**src/design/stp_pkg.sv**
```systemverilog
// ----------------------------------------------------------------------------
// stp_pkg
// Shared types and constants for the speaker toggle to PCM block.
// ----------------------------------------------------------------------------
package stp_pkg;

  localparam int CYC_W      = 40;  // CPU cycle count
  localparam int TICK_W     = 41;  // signed last sent tick
  localparam int CALC_W     = 42;  // signed working width for tick math
  localparam int COUNT_W    = 7;   // sample count field
  localparam int SAMPLE_W   = 8;
  localparam int SPAN_W     = 21;  // largest span or threshold over the parameter range
  localparam int AUDIO_RATE = 44100;
  localparam logic [SAMPLE_W-1:0] FULL_LEVEL = 8'hff;

  typedef enum logic {
    OP_TOGGLE  = 1'b0,
    OP_REQUEST = 1'b1
  } op_t;

  typedef struct packed {
    op_t                op;
    logic [CYC_W-1:0]   cyc;    // toggle cycle or current cycle
    logic [COUNT_W-1:0] count;  // clamped sample count
    logic [SPAN_W-1:0]  span;   // ticks covered by the buffer
  } cmd_t;

endpackage

```
**src/design/stp_cmd_fifo.sv**
```systemverilog
// ----------------------------------------------------------------------------
// stp_cmd_fifo
// Two-entry command queue between the input stage and the engine.
// ----------------------------------------------------------------------------
module stp_cmd_fifo (
  input  logic          clk,
  input  logic          rst,
  input  logic          in_valid,
  output logic          in_ready,
  input  stp_pkg::cmd_t in_cmd,
  output logic          out_valid,
  input  logic          out_ready,
  output stp_pkg::cmd_t out_cmd
);
  import stp_pkg::*;

  cmd_t       entries [2];
  logic       wr_ptr;
  logic       rd_ptr;
  logic [1:0] cnt;
  logic       push;
  logic       pop;

  assign in_ready  = (cnt != 2'd2);
  assign out_valid = (cnt != 2'd0);
  assign out_cmd   = entries[rd_ptr];
  assign push      = in_valid && in_ready;
  assign pop       = out_valid && out_ready;

  always_ff @(posedge clk) begin
    if (rst) begin
      wr_ptr <= 1'b0;
      rd_ptr <= 1'b0;
      cnt    <= 2'd0;
    end else begin
      if (push) begin
        wr_ptr <= ~wr_ptr;
      end
      if (pop) begin
        rd_ptr <= ~rd_ptr;
      end
      case ({push, pop})
        2'b10:   cnt <= cnt + 2'd1;
        2'b01:   cnt <= cnt - 2'd1;
        default: cnt <= cnt;
      endcase
    end
  end

  always_ff @(posedge clk) begin
    if (push) begin
      entries[wr_ptr] <= in_cmd;
    end
  end

endmodule

```
**config.mk**
```make
export PLATFORM = sky130hd
export DESIGN_NAME = stp_cmd_fifo
export DESIGN_NICKNAME = d
export VERILOG_FILES = /design/src/design/stp_pkg.sv /design/src/design/stp_cmd_fifo.sv
export SDC_FILE = /design/constraint.sdc
export NUM_CORES = 1
export LEC_CHECK = 0
export ABC_CLOCK_PERIOD_IN_PS = 6600
export BUFFER_PORTS_ARGS = -buffer_cell sky130_fd_sc_hd__buf_2
export CORE_MARGIN = 2
export CORE_UTILIZATION = 40
export DETAILED_ROUTE_END_ITERATION = 16
export SLEW_MARGIN = 15
export SYNTH_ARGS = -nofsm -noshare
export SYNTH_HDL_FRONTEND = slang
export SYNTH_SLANG_ARGS = --single-unit
```
**constraint.sdc**
```tcl
create_clock -name clk -period 6.6 [get_ports clk]
set_input_delay 0 -clock clk [delete_from_list [all_inputs] [get_ports clk]]
set_output_delay 0 -clock clk [all_outputs]
set_load 0.1 [all_outputs]
```
Word level (Yosys, flattened, before mapping)
Memory sizes are Yosys's and may differ from the RTL's. A register that Yosys moved wholly into a read port is not among the register bits.
Cells that the tools add are included.
{ "classes": {"add_sub_neg": 2, "n_eq_ne": 3, "n_mux": 5, "bitwise_logic": 2, "n_reduce_logical": 4} }
{ "ops": {"columns": ["cell", "count"], "rows": [
  ["1-bit two-way mux", 4],
  ["2-bit case mux with 2 select lines", 1],
  ["2-bit nonzero test", 2],
  ["2-bit by 1-bit adder with 2-bit output, second input constant", 1],
  ["2-bit by 1-bit equality test with 1-bit output, second input constant", 1],
  ["2-bit equality test, second input constant", 1],
  ["1-bit logical AND", 2],
  ["2-bit != test, second input constant", 1],
  ["1-bit inverter", 2],
  ["2-bit by 1-bit subtractor with 2-bit output, second input constant", 1]
]} }
{ "word_totals": {"reg_bits": 4, "ramBits": 138, "input_bits": 73, "elab_cells": 20, "mem_count": 1} }
{ "mem_list": {"columns": ["memory", "words", "word_bits", "rd", "rd_ports_with_merged_regs", "write_ports", "line_no", "source"], "rows": [
  ["entries", 2, 69, 1, 1, 1, "stp_cmd_fifo.sv:17", "cmd_t entries [2];"]
]} }

Longest topological paths before layout
{ "depth": {"word_depth": 4, "mapped_depth": 6, "mapped_depth_nobuf": 6} }

Worst setup path before layout
OpenSTA, ideal clock, no wires.
{ "synth_path": {"path_type": "register -> register", "start": "register cnt[0]", "end": "memory entries[1][0] (netlist name), enable pin", "setup_ps": 435, "arrival_ps": 3046, "required_time_ps": 6165, "path_slack_ps": 3119, "path_stages_with_launch": 3, "path_buffers": 0, "synth_period_minus_slack_ps": 3481, "cell_sequence": "dfxtp_1 nand2b_1 and3_1"} }
{ "synth_via": {"elab_chain_len": 4} }
{ "synth_rtl": {"columns": ["item", "line_no", "source"], "rows": [
  ["from (decl)", "stp_cmd_fifo.sv:20", "logic [1:0] cnt;"],
  ["from (signal assigned)", "stp_cmd_fifo.sv:43", "2'b10: cnt <= cnt + 2'd1;"],
  ["from (signal assigned)", "stp_cmd_fifo.sv:44", "2'b01: cnt <= cnt - 2'd1;"],
  ["from (signal assigned)", "stp_cmd_fifo.sv:45", "default: cnt <= cnt;"],
  ["2-bit != test", "stp_cmd_fifo.sv:24", "assign in_ready = (cnt != 2'd2);"],
  ["named net in_ready", "stp_cmd_fifo.sv:9", "output logic in_ready,"],
  ["1-bit logical AND", "stp_cmd_fifo.sv:27", "assign push = in_valid && in_ready;"],
  ["1-bit two-way mux", "stp_cmd_fifo.sv:51", "if (push) begin"],
  ["1-bit two-way mux (implied by the code)", "stp_cmd_fifo.sv:52", "entries[wr_ptr] <= in_cmd;"],
  ["to (decl)", "stp_cmd_fifo.sv:17", null]
]} }
The timed path passes the listed nets, and every way through them passes these cells.

==> summary.md <==
| Metric | Value |
|---|---|
| Crit end category | primary output |
| Slew @ Worst Pin | 964 ps |
| Hold Crit Class | in2reg |
| Main synth FF type | edfxtp_1 |
| HPWL Detailed | 5.49 mm |
| Clock slew at reported path FFs | 50 ps |
| Via density per instance | 4.54 |
| ANT cells | 0 |
| Register area share after synthesis | roughly four fifths |
| Arrival time worst endpoint | 2180 ps |
| Final ANT Viol Nets | 0 |
| Fin Setup TNS | 0 ps |
| Total GRT Usage | roughly 14% |
| WHS Path Cells | 4 |
| Ys async rst share | 0% |
| CTS buffer count | 17 |
| Finished layout cell area | 0.00734 mm^2 |
| I/O pin total | 144 |
| Area leader, netlist | edfxtp_1 |
| Die ar. | about 0.014 mm^2 |
| Synth top area cells | edfxtp_1 80%, mux2_2 15%, dfxtp_1 1.9% |
| RSZ-0062 raised after global routing | no |
| CTS Buffer Depth | 2 |
| Top-area cell type share of the netlist area | around four fifths |
| Initial cell density of the core | around two fifths |
| Number of global-route vias before repair | 3148 |
| Max-cap viol count | 0 |
| Core ar. | between 0.01 and 0.015 mm^2 |
| CTS sink cnt | ~140 |
| Worst-Skew Late Latency | ~400 ps |
| DIE WIDTH | 118 um |
| Netlist cell types | 20 |
| Pin count of the biggest net entering global routing | 70 |
| Final min period | approximately 2200 ps |
| Row cnt | between 40 and 50 |
| Cell with the most instances after synthesis | edfxtp_1 |
| Outcome | completed |
| Gpl congestion | about 0.68 |
| YS warnings | 0 |
| Period Utilization, post-route | between 30% and 40% |
| Post-Layout Cell Count | about 650 |
| Mapped Avg Cell Area | approximately 22 um^2 |
| Iter 0 DRT Violations | ~170 |
| Die H | 118 um |
| R2r worst-path depth | 4 |
| Number of synthesized flops with an enable pin | 138 |
| Drt drc | 0 |
| CTS resizes | 0 |
| CTS tree | built |
| Crit-path max FO | 69 |
| Post-CTS setup buffers | 0 |
| Synth-to-layout area growth | 41.2% |
| Global-route wire length before repair | 15.0 mm |
| Cell Area, Synth | 0.00520 mm^2 |
| Via count | just under 3000 |
| Placement Cell Area | 0.00609 mm^2 |
| IO Port Bufs | about 140 |
| Pre-antenna DRT Iters | 4 |
| Routed len/inst | around 15 um |
| Final setup viols | 0 |
| Clk_skew | 5.13 ps |
| Peak Freq | 458 MHz |
| Startpoint types | flip-flop |
| Syn Nets | 313 |
| Initial antenna violation count | 0 |
| Grt ovf | 0 |
| Filler Cell Count | between 1000 and 1500 |
| H-tree depth | 4 |
| FF-to-FF setup slack | approximately 4700 ps |
| FF+latch count, synth | ~140 |
| Drt total wl | around 9.6 mm |
| WS Path Type | reg2out |
| Slew HR | between 30% and 40% |
| Layout cells sized above 1 | between 50 and 60% |
| Fin. Hold Viols | 0 |
| Post-Place Cells | ~550 |
| Most frequent cells after synthesis | 138 x edfxtp_1, 69 x mux2_2, 6 x buf_2 |
| CTS root buf | clkbuf_16 |
| Slew Limit Fails | 0 |
| Final #Nets | about 540 |
| Post-Syn Instances | ~240 |
| CP required | between 6000 and 7000 ps |
[flip-flops by register name (all words and copies together) (netlist names), named ones only]
register,flops
cnt,2
entries,138
rd_ptr,1
wr_ptr,1
[kinds of logic (layout without fill, tap and decap cells)]
kind of cell / Yosys count / in the layout / share of synthesized area [%]
AO/OA/AOI/OAI: 5 / 5 / 0.626
XOR/XNOR: 3 / 3 / 0.506
adder cells (fa/ha/maj): 1 / 1 / 0.241
buffers and inverters: 9 / 247 / 1.08
flip-flops: 143 / 143 / 81.7
multiplexers: 69 / 69 / 15.0
AND/OR/NAND/NOR: 9 / 9 / 0.915
[worst max-delay path, cell delays in order, from the launching register on]
cell     delay (ps)
dfxtp_4         930
mux2_2          320
buf_2           430
[per-layer routing]
layer	vias up	GRT usage [%]	part of all wire, %
li1	1395	-	-
met1	1441	15.6	41
met2	94	24.2	52
met3	19	4.89	5.5
met4	0	6.85	1.9
met5	-	0	0
[metrics by stage]
stage / utilization (%) / hold slack (ps) / setup slack (ps)
after CTS: 57.9 / 1.87 / 4380
final: 57.9 / 23.5 / 4420
after detailed placement: 48.1 / 191 / 4640
after floorplan: - / 69.1 / 3120
after global routing: 57.9 / 68.6 / 4300
after global placement: 48.1 / 188 / 4670
[placed cells by master, fill, tap and decap left out]
master / count
dfxtp_1: 4
nand2_1: 1
clkinv_2: 3
bufinv_16: 2
clkinv_1: 3
dlygate4sd3_1: 71
mux2_2: 69
o21a_1: 1
nand2b_1: 1
or2_2: 1
buf_2: 143
ha_1: 1
xor2_1: 1
nand3b_1: 1
clkbuf_16: 17
or3_1: 1
edfxtp_1: 138
xnor2_1: 2
a21oi_1: 2
clkinvlp_4: 1
inv_2: 1
a21bo_2: 1
buf_4: 1
dfxtp_4: 1
o21ai_0: 1
and3_4: 1
nor2_1: 3
clkbuf_1: 5
[worst paths after layout]
path | start | end
max reg2reg | cnt[0] | entries[0][61]
max | flip-flop | out_cmd[14]
min reg2reg | rd_ptr | flip-flop
min | out_ready | flip-flop
[layout make-up]
cell class | count | area (um^2) | share of cell area, %
Multi-Input combinational cell | 87 | 901 | 12.3
Clock buffer | 22 | 444 | 6.05
Timing Repair Buffer | 215 | 1430 | 19.5
Sequential cell | 143 | 4250 | 57.9
Tap cell | 172 | 215 | 2.93
Inverter | 1 | 3.75 | 0.0511
Clock inverter | 9 | 93.8 | 1.28
[repair_timing]
action / 4_1_cts / 5_1_grt
hold endpoints to repair: 143 / 0
setup endpoints to repair: 0 / 0
hold buffers: 71 / 0
Power is left out: the tool's default activity adds up to more than one toggle a clock period on the data nets, which glitch-free logic cannot reach.
