--- config.mk ---
export PLATFORM = sky130hd
export DESIGN_NAME = stp_front
export DESIGN_NICKNAME = d
export VERILOG_FILES = /design/src/design/stp_pkg.sv /design/src/design/stp_front.sv
export SDC_FILE = /design/constraint.sdc
export NUM_CORES = 1
export LEC_CHECK = 0
export ABC_AREA = 1
export BUFFER_PORTS_ARGS = -buffer_cell sky130_fd_sc_hd__buf_2
export CELL_PAD_IN_SITES_DETAIL_PLACEMENT = 1
export CELL_PAD_IN_SITES_GLOBAL_PLACEMENT = 1
export CORE_MARGIN = 2
export CORE_UTILIZATION = 34
export DETAILED_ROUTE_END_ITERATION = 6
export PLACE_DENSITY = 0.81
export SYNTH_ARGS = -nofsm -noshare
export SYNTH_HDL_FRONTEND = slang
export SYNTH_SLANG_ARGS = --single-unit
export TNS_END_PERCENT = 20
--- constraint.sdc ---
create_clock -name clk -period 4.1 [get_ports clk]
set_input_delay 0.205 -clock clk [delete_from_list [all_inputs] [get_ports clk]]
set_output_delay 0.205 -clock clk [all_outputs]
set_load 0.005 [all_outputs]
--- src/design/stp_pkg.sv ---
// ----------------------------------------------------------------------------
// stp_pkg
// Shared types and constants for the speaker toggle to PCM block.
// ----------------------------------------------------------------------------
package stp_pkg;

  localparam int CYC_W      = 40;  // CPU cycle count
  localparam int TICK_W     = 41;  // signed last sent tick
  localparam int CALC_W     = 42;  // signed working width for tick math
  localparam int COUNT_W    = 7;   // sample count field
  localparam int SAMPLE_W   = 8;
  localparam int SPAN_W     = 21;  // largest span or threshold over the parameter range
  localparam int AUDIO_RATE = 44100;
  localparam logic [SAMPLE_W-1:0] FULL_LEVEL = 8'hff;

  typedef enum logic {
    OP_TOGGLE  = 1'b0,
    OP_REQUEST = 1'b1
  } op_t;

  typedef struct packed {
    op_t                op;
    logic [CYC_W-1:0]   cyc;    // toggle cycle or current cycle
    logic [COUNT_W-1:0] count;  // clamped sample count
    logic [SPAN_W-1:0]  span;   // ticks covered by the buffer
  } cmd_t;

endpackage

--- src/design/stp_front.sv ---
// ----------------------------------------------------------------------------
// stp_front
// Input stage: takes items, clamps the count and looks up the tick span.
// ----------------------------------------------------------------------------
module stp_front #(
  parameter int FRAME_CYCLES      = 17030,
  parameter int FRAMES_PER_SECOND = 60,
  parameter int MAX_SAMPLES       = 64
) (
  input  logic                         clk,
  input  logic                         rst,
  input  logic                         in_valid,
  output logic                         in_ready,
  input  stp_pkg::op_t                 in_op,
  input  logic [stp_pkg::CYC_W-1:0]    toggle_cycle,
  input  logic [stp_pkg::COUNT_W-1:0]  sample_count,
  input  logic [stp_pkg::CYC_W-1:0]    now_cycle,
  output logic                         cmd_valid,
  input  logic                         cmd_ready,
  output stp_pkg::cmd_t                cmd
);
  import stp_pkg::*;

  localparam int    CNT_W = $clog2(MAX_SAMPLES + 1);
  localparam longint TPS  = longint'(FRAME_CYCLES) * longint'(FRAMES_PER_SECOND);

  logic [SPAN_W-1:0]  span_tab [MAX_SAMPLES+1];
  logic [COUNT_W-1:0] count_clamped;
  logic               vld;
  cmd_t               cmd_reg;

  for (genvar g = 0; g <= MAX_SAMPLES; g++) begin : g_span
    assign span_tab[g] = SPAN_W'((longint'(g) * TPS) / AUDIO_RATE);
  end

  assign count_clamped = (sample_count > COUNT_W'(MAX_SAMPLES)) ?
                         COUNT_W'(MAX_SAMPLES) : sample_count;

  assign in_ready  = !vld || cmd_ready;
  assign cmd_valid = vld;
  assign cmd       = cmd_reg;

  always_ff @(posedge clk) begin
    if (rst) begin
      vld <= 1'b0;
    end else if (in_valid && in_ready) begin
      vld <= 1'b1;
    end else if (cmd_ready) begin
      vld <= 1'b0;
    end
  end

  always_ff @(posedge clk) begin
    if (in_valid && in_ready) begin
      cmd_reg.op    <= in_op;
      cmd_reg.cyc   <= (in_op == OP_REQUEST) ? now_cycle : toggle_cycle;
      cmd_reg.count <= count_clamped;
      cmd_reg.span  <= span_tab[count_clamped[CNT_W-1:0]];
    end
  end

endmodule

# Word-level counts from Yosys, hierarchy flattened
# Memory sizes are Yosys's and may differ from the RTL's. A register that Yosys moved wholly into a read port is not among the register bits.
# Index checks and enable logic that the tools add are counted.
# word_totals
ff_bits	49
n_memories	1
mem_bits_ro	2688
in_bits	92
# mem_list
memory	depth	word_bits	read_ports	rd_ports_with_merged_regs	wr	line	source
(no name shown)	128	21	1	1	0	stp_front.sv:58	cmd_reg.span <= span_tab[count_clamped[CNT_W-1:0]];
# classes
reduce_logical	4
bitwise_logic	1
mux	4
order_cmp	1
# ops
op	count
$mux 40	1
$not 7->8	1
$gt 7x7->1 const B	1
$mux 7	1
$mux 1	2
$reduce_bool 2->1	1
$logic_and 1x1->1	1
$logic_not 1->1	1
$logic_or 1x1->1	1

# Depth between registers and ports, before layout
# Gate-level depths: netlist of the first run.
# depth
ltp_word	4
mapped_depth	13
ltp_nobuf	13

# Least setup slack after synthesis of the first run
# Ideal clock, no wire load.
# synth_timing
path_kind	flip-flop to flip-flop
start	reg vld (netlist: cmd_valid)
end	reg cmd[0] (netlist name)
synth_period_minus_slack_ns	3.718
required_ns	3.605
path_stages_with_launch	2
arrival_ns	3.222
slack_ns	0.382
n_path_buf	0
path_cell_list	dfxtp_1 a21oi_1
# synth_via
elab_chain_cells	3
# synth_rtl
item	line	source
from (decl)	stp_front.sv:29	logic vld;
from (signal assigned)	stp_front.sv:45	vld <= 1'b0;
from (signal assigned)	stp_front.sv:47	vld <= 1'b1;
from (signal assigned)	stp_front.sv:49	vld <= 1'b0;
$logic_not 1->1	stp_front.sv:39	assign in_ready = !vld || cmd_ready;
$logic_or 1x1->1	stp_front.sv:39	
$logic_and 1x1->1	stp_front.sv:54	if (in_valid && in_ready) begin
# No other way between the ends.
# A chain may end at the register's enable or synchronous reset.

# Final worst setup path of the first run
# layout_timing
start	in sample_count[6] in the netlist's numbering
end	reg cmd[3] (netlist name)
# layout_via
elab_chain_cells	3
# layout_rtl
item	line	source
from (decl)	stp_front.sv:16	input logic [stp_pkg::COUNT_W-1:0] sample_count,
$gt 7x7->1	stp_front.sv:36	assign count_clamped = (sample_count > COUNT_W'(MAX_SAMPLES)) ?
$mux 7 *	stp_front.sv:36	
$not 7->8 (implied by the code) *	stp_front.sv:58	
# Mark *: on every way between the ends. The rest lies on a longest branch, timed or not.

==> results.env, run 1 <==
ANT_NETS=0
MAX-CAP-VIOLATIONS=0
FINAL-MAX-SLEW-VIOLATION-COUNT=0
RSZ_0062_RAISED_AFTER_GLOBAL_ROUTING='false'
DESIGN.PORTCOUNT=163
CP-END-KIND='flop'
ARRIVAL_NS=2.20
COUNT_OF_BUFFERS_ADDED_BY_POST_CTS_TIMING_REPAIR_FOR_SETUP=0
SYNTH_WARNINGS=0
POST-ROUTE-WORST-SETUP-SLACK_NS=1.97
STARTPOINT='sample_count[6]'
SYNTHESIS_TO_FINISH_AREA_GROWTH_PCT=29.5
STATIC-LEAKAGE-POWER_nW=2.11
HTREEDEPTH=3
WHS_NS=0.170
DIE-WIDTH_UM=105
FINAL_HOLD_VIOL_COUNT=0
POST_SYNTH_INSTANCE_AREA_UM2=3490
SYNTH_INSTANCES=360
FIN_CRIT_NS=2.13
PLACE_CONGESTION=0.924
PLACEABLECOREAREA_UM2=10100
RR_STARTPOINT='cmd_valid'
FIN_SETUP_TNS_NS=0
CTS_MAX_PATH_BUFS=2
CRIT_PATH_END='cmd[3]'
FIN_NETS=608
WORST_SLEW_MARGIN_REL=0.371
VDD_DROP_MAX_mV=0.136
WORST_SKEW_PAIR.LATE_LATENCY_NS=0.34
DETAIL_ROUTE.WIRELENGTH_UM=11100
GROUTE.USAGE.OVERALL=0.205
TIMING.CRITICAL_PATH.BUF_INV=4
INITIALDRTVIOLATIONCOUNT=221
ANTENNA_FOUND_INITIAL=0
POWER_DENSITY_OVER_THE_CELLS_nW_PER_UM2=352
OUTCOME='complete, no violations'
DIE-AREA_UM2=11100
TRITONCTS_NUM_SINKS=60
WL_PER_CELL_UM=17.1
NUMBER_OF_LOGIC_STAGES_ON_THE_CRITICAL_PATH_INCLUDING_BUFFERING=13
ROUTE.DETAILED.VIAS_PER_INST=4.86
TIGHTESTPINTRANSITION_NS=0.941
REGTOREGSETUPSLACK_NS=2.13
DETAIL_ROUTE.DRC_VIOLATIONS=0
STARTING_DENSITY=0.345
CTS_ROOT_BUFFER='clkbuf_8'
VIAS=3149
SYNTH.YOSYS.SEQ_AREA_SHARE=0.513
NUMBER_OF_LIBRARY_CELL_TYPES_MAPPED_BY_SYNTHESIS=26
HPWL_UM=8630
PORTBUFFERS=152
TIMING_LIMITED_MAXIMUM_FREQUENCY_MHz=470
SYN-MEAN-INSTANCE-AREA_UM2=9.70
WORST-ENDPOINT-REQUIRED_NS=4.18
FLOORPLAN.ROWS=37
WORST_HOLD_PATH_TYPE='in -> reg'
LARGEST_REGISTER_FFS=59
PLACE_WS_NS=1.65
TIMING.CRITICAL_PATH.MODE_CELL='nand2_1'
WORST_HOLD_STARTPOINT='toggle_cycle[22]'
CRIT_FANOUT=13
CTS-RESIZED-GATES=0
NUMBER_OF_CTS_INSERTED_BUFFERS=9
FRACTION_OF_THE_CYCLE_THE_FINAL_WORST_PATH_NEEDS=0.519
FINAL_AREA_UM2=4520
CP_DELAY_BY_FAMILY_TOP='simple AND/OR/NAND/NOR gates'
WORST_SETUP_HOLD_PATH_CLK_SLEW_NS=0.07
ANTENNA_DIODE_COUNT=0
DR.PASS1.ITERS=4
DPL-INSTANCE-AREA_UM2=4310
TRITONCTS_CLOCK_TREE='yes'
CRITICAL_PATH.MAX_STAGE_DELAY_NS=0.39
POST_ROUTE_CELLS_DRIVE_ABOVE_1_SHARE=0.424
DIE_Y_UM=105
GRT.OVERFLOW.TOTAL=0
CRIT_PATH_START_KIND='primary input'
TIMING.REG2REG.WORST_PATH_DEPTH=2
FINALPOWER_W=0.00159
SETUP_VIOL=0
YOSYS_REGISTER_BITS=60
WORST_PATH_CLASS_SETUP='in -> reg'
CELL_BY_CELL_LISTING_OF_THE_CRITICAL_PATH='buf_2 > inv_1 > nand2_1 > ha_1 > inv_1 > nand2_1 > nand3_1 > o21ai_0 > nand2_1 > o21ai_0 > inv_1 > nand2_1 > nand2_1'
FINALCLOCKSKEW_NS=0.00818
REG2REG_TO='cmd[60]'
CRIT_PATH_TOP_DELAY_CELL='ha_1'
FIRST_GLOBAL_VIAS=3268
WIRE_LENGTH_OF_THE_FIRST_GLOBAL_ROUTING_PASS_UM=17300
GRT_START_MAX_NET_PINS=42
layout by cell type, fill, tap and decap left out, drive strengths merged:
master       instances
buf                154
nand2              113
edfxtp              59
mux2                40
nand3               34
inv                 22
o21ai               18
a21oi               16
nor2                14
conb                10
clkbuf               9
ha                   8
o211ai               4
clkinv               3
bufinv               2
nand4                1
o311ai               1
o31ai                1
clkinvlp             1
dfxtp                1
dlygate4sd3          1
report_power, final:
part,internal [W],switching (W),total [W]
Clock,0.000333,0.000231,0.000564
Sequential,0.000729,0.0000114,0.000740
Combinational,0.000124,0.000167,0.000291
how the worst min path moves through the flow:
stage                           end  slack [ns]  cells past startpoint
after CTS                 cmd_valid       0.002                      2
after global placement    cmd_valid        0.36                      2
final                       cmd[50]        0.17                      2
after global routing        cmd[54]        0.16                      2
after detailed placement  cmd_valid        0.37                      2
after floorplan           cmd_valid        0.27                      1
stage by stage:
step           instances   util
3_5_place_dp         632  0.425
2_1_floorplan        369      -
3_3_place_gp         632  0.425
4_1_cts              647  0.445
6_report             648  0.446
5_1_grt              648  0.446
kinds of logic after synthesis:
| kind of cell | share of synthesized area |
|---|---|
| flops | 0.513 |
| fa+ha+maj | 0.0287 |
| compound gates | 0.0630 |
| buf+inv | 0.0734 |
| other cells | 0.00107 |
| simple gates | 0.192 |
| mux | 0.129 |
cells in the mapped netlist:
master    number  area [um^2]
a21oi_1       15         75.1
a21oi_2        1         8.76
buf_1          3         11.3
buf_2          3         15.0
buf_4         16          120
buf_6          1         11.3
clkbuf_1       3         11.3
clkbuf_2       1         5.00
conb_1         1         3.75
dfxtp_1        1         20.0
edfxtp_1      59         1770
ha_1           8          100
inv_1         19         71.3
inv_2          3         11.3
mux2_2        40          450
nand2_1      111          417
nand2_2        2         12.5
nand3_1       34          170
nand4_1        1         6.26
nor2_1        11         41.3
nor2_2         2         12.5
nor2_4         1         11.3
o211ai_1       4         30.0
o21ai_0       18         90.1
o311ai_0       1         8.76
o31ai_1        1         7.51
worst reg2reg max path, cell delays in order (launching register included):
cell     delay (ns)
dfxtp_1        0.35
a21oi_4        0.75
buf_4          0.52
cell type report:
cell class	count	area (um^2)
clock buffers	9	124
clock inverters	6	80.1
fillers	1232	5610
inverters	22	82.6
multi-input cells	260	1490
flip-flops and latches	60	1790
well taps	136	170
repair buffers	155	786
layer usage:
layer  up-vias  track usage  wire length, um
li1       1511            -                -
met1      1494        0.227             4360
met2       130        0.376             5710
met3        14       0.0575              827
met4         0       0.0657              207
met5         -            0                0
repair_timing:
item,in CTS,in global routing
hold endpoints to repair,0,1
setup endpoints to repair,0,0
hold buffers,0,1
Note: power is estimated with default switching activity, not from simulation.
==> run 2, diff against run 1 <==
- ABC_AREA: 1 -> 0
- CORE_UTILIZATION: 34 -> 32
- PLACE_DENSITY: 0.81 -> 0.78
- clock period: 4.1 -> 1.8 ns (I/O delays scaled with it)
==> results.env, run 2 <==
OUTCOME='complete, no violations'
DIE-AREA_UM2=12100  # +9.3%
WORST_HOLD_PATH_TYPE='in -> reg'
CTS_ROOT_BUFFER='clkbuf_16'
TRITONCTS_NUM_SINKS=60  # unchanged
WIRE_LENGTH_OF_THE_FIRST_GLOBAL_ROUTING_PASS_UM=17200  # -0.28%
HTREEDEPTH=3  # unchanged
FF_LATCH_AREA_UM2=1790  # unchanged
SYNTH_ASYNC_SR_FLOP_SHARE=0  # unchanged
VDD_DROP_MAX_mV=0.688  # +410%
WORST_SKEW_PAIR.LATE_LATENCY_NS=0.32  # -0.02 ns
YOSYSMOSTFREQUENTCELL='edfxtp_1'
WL_PER_CELL_UM=18.0  # +5.2%
GRT.OVERFLOW.TOTAL=0  # unchanged
CP-END-KIND='flop'
POST_SYNTH_INSTANCE_AREA_UM2=3600  # +3.2%
POST_SYNTH_FA_HA_MAJ_AREA_FRACTION=0.0305  # +0.00189
N_FILL_CELL=1278  # +3.7%
POSTSYNTH.TOPFLOPCELL='edfxtp_1'
ROUTE.DETAILED.VIAS_PER_INST=4.99  # +2.6%
NUMBER_OF_LIBRARY_CELL_TYPES_MAPPED_BY_SYNTHESIS=52  # +100%
SYNTH_INSTANCES=326  # -9.4%
GRT_START_MAX_NET_PINS=60  # +43%
MAX-CAP-VIOLATIONS=0  # unchanged
VIAS=3192  # +1.4%
YOSYS_REGISTER_BITS=60  # unchanged
WORST_PATH_CLASS_SETUP='in -> reg'
POST_ROUTE_CELLS_DRIVE_ABOVE_1_SHARE=0.483  # +0.0591
CTS_MAX_PATH_BUFS=2  # unchanged
RSZ_0062_RAISED_AFTER_GLOBAL_ROUTING='false'
SYNTH_COMMON_CELLS='edfxtp_1, mux2_2, nand2_1'
SYNTH_AREA_LEADER_CELL='edfxtp_1'
DETAIL_ROUTE.DRC_VIOLATIONS=0  # unchanged
FRACTION_OF_THE_CYCLE_THE_FINAL_WORST_PATH_NEEDS=0.898
FINAL_HOLD_VIOL_COUNT=0  # unchanged
FIRST_GLOBAL_VIAS=3264  # -0.12%
TIMING_LIMITED_MAXIMUM_FREQUENCY_MHz=618
MOST-COMMON-LAYOUT-CELLS='buf_2, edfxtp_1, mux2_2, buf_4, nand2_1'
DIE-WIDTH_UM=110  # +4.5%
NUMBER_OF_CTS_INSERTED_BUFFERS=9  # unchanged
SYNTH.AREA.MUX_SHARE=0.136  # +0.00747
SYNTHXORXNORAREAFRAC=0.00729  # +0.00729
FIN_SETUP_TNS_NS=0  # unchanged
COMPOUND_GATE_FRACTION_OF_SYNTH_AREA=0.156  # +0.0928
GROUTE.USAGE.OVERALL=0.190  # -0.0153
HPWL_UM=8830  # +2.4%
NUMBER_OF_ENABLE_TYPE_REGISTER_CELLS_IN_THE_SYNTHESIZED_NETLIST=59  # unchanged
SYNTHDOMINANTCELLAREASHARE=0.491  # -0.0157
ARRIVAL_NS=1.67  # -0.53 ns
STARTING_DENSITY=0.330  # -0.0149
COUNT_OF_BUFFERS_ADDED_BY_POST_CTS_TIMING_REPAIR_FOR_SETUP=0  # unchanged
POWER_DENSITY_OVER_THE_CELLS_nW_PER_UM2=813  # +130%
FINAL-MAX-SLEW-VIOLATION-COUNT=0  # unchanged
SYNTH.YOSYS.SEQ_AREA_SHARE=0.497  # -0.0158
SYN-MEAN-INSTANCE-AREA_UM2=11.1  # +14%
TRITONCTS_CLOCK_TREE='yes'
FLOORPLAN.ROWS=38  # +2.7%
FINALCLOCKSKEW_NS=0.00477  # -0.00342 ns
DPL-INSTANCE-AREA_UM2=4660  # +8.1%
MOST_COMMON_LIBRARY_CELL_IN_THE_LAYOUT_IGNORING_FILL_AND_TAPS='buf_2'
WORST-ENDPOINT-REQUIRED_NS=1.85  # -2.33 ns
PORTBUFFERS=152  # unchanged
FINAL_AREA_UM2=4950  # +9.5%
SYNTH_SIMPLE_GATE_AREA_SHARE=0.103  # -0.0892
PLACE_CONGESTION=0.873  # -5.5%
CRIT_FANOUT=7  # -6
DETAIL_ROUTE.WIRELENGTH_UM=11500  # +3.9%
INITIALDRTVIOLATIONCOUNT=187  # -15%
FIN_UTIL=0.453  # +0.00684
SYNTH_WARNINGS=0  # unchanged
DESIGN.PORTCOUNT=163  # unchanged
YS_TOP_CELLS_BY_AREA='edfxtp_1, mux2_2, ha_1'
DIE_Y_UM=110  # +4.5%
FIN_CRIT_NS=1.62
FIN_NETS=596  # -2.0%
LARGEST_REGISTER_FFS=59  # unchanged
ANT_NETS=0  # unchanged
SYNTHESIS_TO_FINISH_AREA_GROWTH_PCT=37.5
WORST_SETUP_HOLD_PATH_CLK_SLEW_NS=0.05  # -0.02 ns
LARGEST_FAMILY_OF_LOGIC_CELLS_BY_SYNTHESIZED_AREA='compound AO/OA/AOI/OAI gates'
STATIC-LEAKAGE-POWER_nW=2.11  # -0.12%
MULTI_INPUT_COMB_AREA_UM2=1600  # +7.3%
DR.PASS1.ITERS=5  # +1
ANTENNA_FOUND_INITIAL=1  # +1
SETUP_VIOL=0  # unchanged
CRIT_PATH_START_KIND='primary input'
PLACEABLECOREAREA_UM2=10900  # +7.9%
[run 2: cell types whose count changed in the layout (fill, tap and decap cells not counted), sizes merged, moves of 3 or more]
cell	previous run	this run
o211ai	4	11
nor2	14	19
a211oi	0	8
a31oi	0	3
buf	154	187
inv	22	8
mux2i	0	3
nor2b	0	4
a21oi	16	19
nor3	0	3
nand3	34	3
nand2	113	26
nand2b	0	16
[run 2: final timing paths]
path	slack [ns]	end	depth (start not counted)	from
max	0.18	cmd[5]	8	sample_count[6]
min reg2reg	1.03	cmd[0]	3	cmd_valid
max reg2reg	0.56	cmd[4]	3	cmd_valid
min	0.07	cmd[32]	2	now_cycle[4]
[run 2: power breakdown]
group	leakage, nW	switching [W]	internal (W)	total [W]
clock network	0.133	0.000555	0.00104	0.00160
registers	0.579	0.0000242	0.00166	0.00168
logic	1.40	0.000383	0.000364	0.000747
[run 2: area by class of cell]
cell class | count | area share
well taps | 140 | 0.0354
multi-input cells | 227 | 0.323
repair buffers | 189 | 0.218
flip-flops and latches | 60 | 0.362
diodes | 1 | 0.000505
clock inverters | 4 | 0.00859
inverters | 9 | 0.00682
clock buffers | 10 | 0.0462
[run 2: worst max-delay path: stages]
cell and delay [ns]:
buf_2 0.11, nand2b_1 0.16, ha_1 0.40, buf_4 0.19, nand2_1 0.06, o21ai_0 0.08, a2111oi_0 0.47, a311oi_1 0.10
[run 2: stage by stage]
step                      setup slack [ns]  hold slack [ns]  power (W)  cells
after global routing               0.00410           0.0637    0.00421    640
after CTS                            0.175           0.0579    0.00407    639
final                                0.183           0.0666    0.00403    640
after global placement              -0.106            0.245    0.00243    623
after floorplan                     -0.137            0.159    0.00212    335
after detailed placement            -0.149            0.250    0.00246    623
[run 2: layer usage]
layer | track usage | part of all wire | vias up
met5 | 0 | 0 | -
met4 | 0.0625 | 0.014 | 0
met3 | 0.0553 | 0.089 | 13
met2 | 0.354 | 0.53 | 127
met1 | 0.204 | 0.37 | 1526
li1 | - | - | 1526
[run 2: cells by family after synthesis]
logic type | count (synthesis)
DFF | 60
adders and majority gates | 9
buffers and inverters | 48
muxes | 44
AOI/OAI and AO/OA | 84
other | 1
and+or+nand+nor | 77
xor gates and xnor gates | 3
[run 2: what timing repair did]
action,4_1_cts,5_1_grt
hold endpoints to repair,1,0
hold buffers,2,0
gates resized for setup,0,0
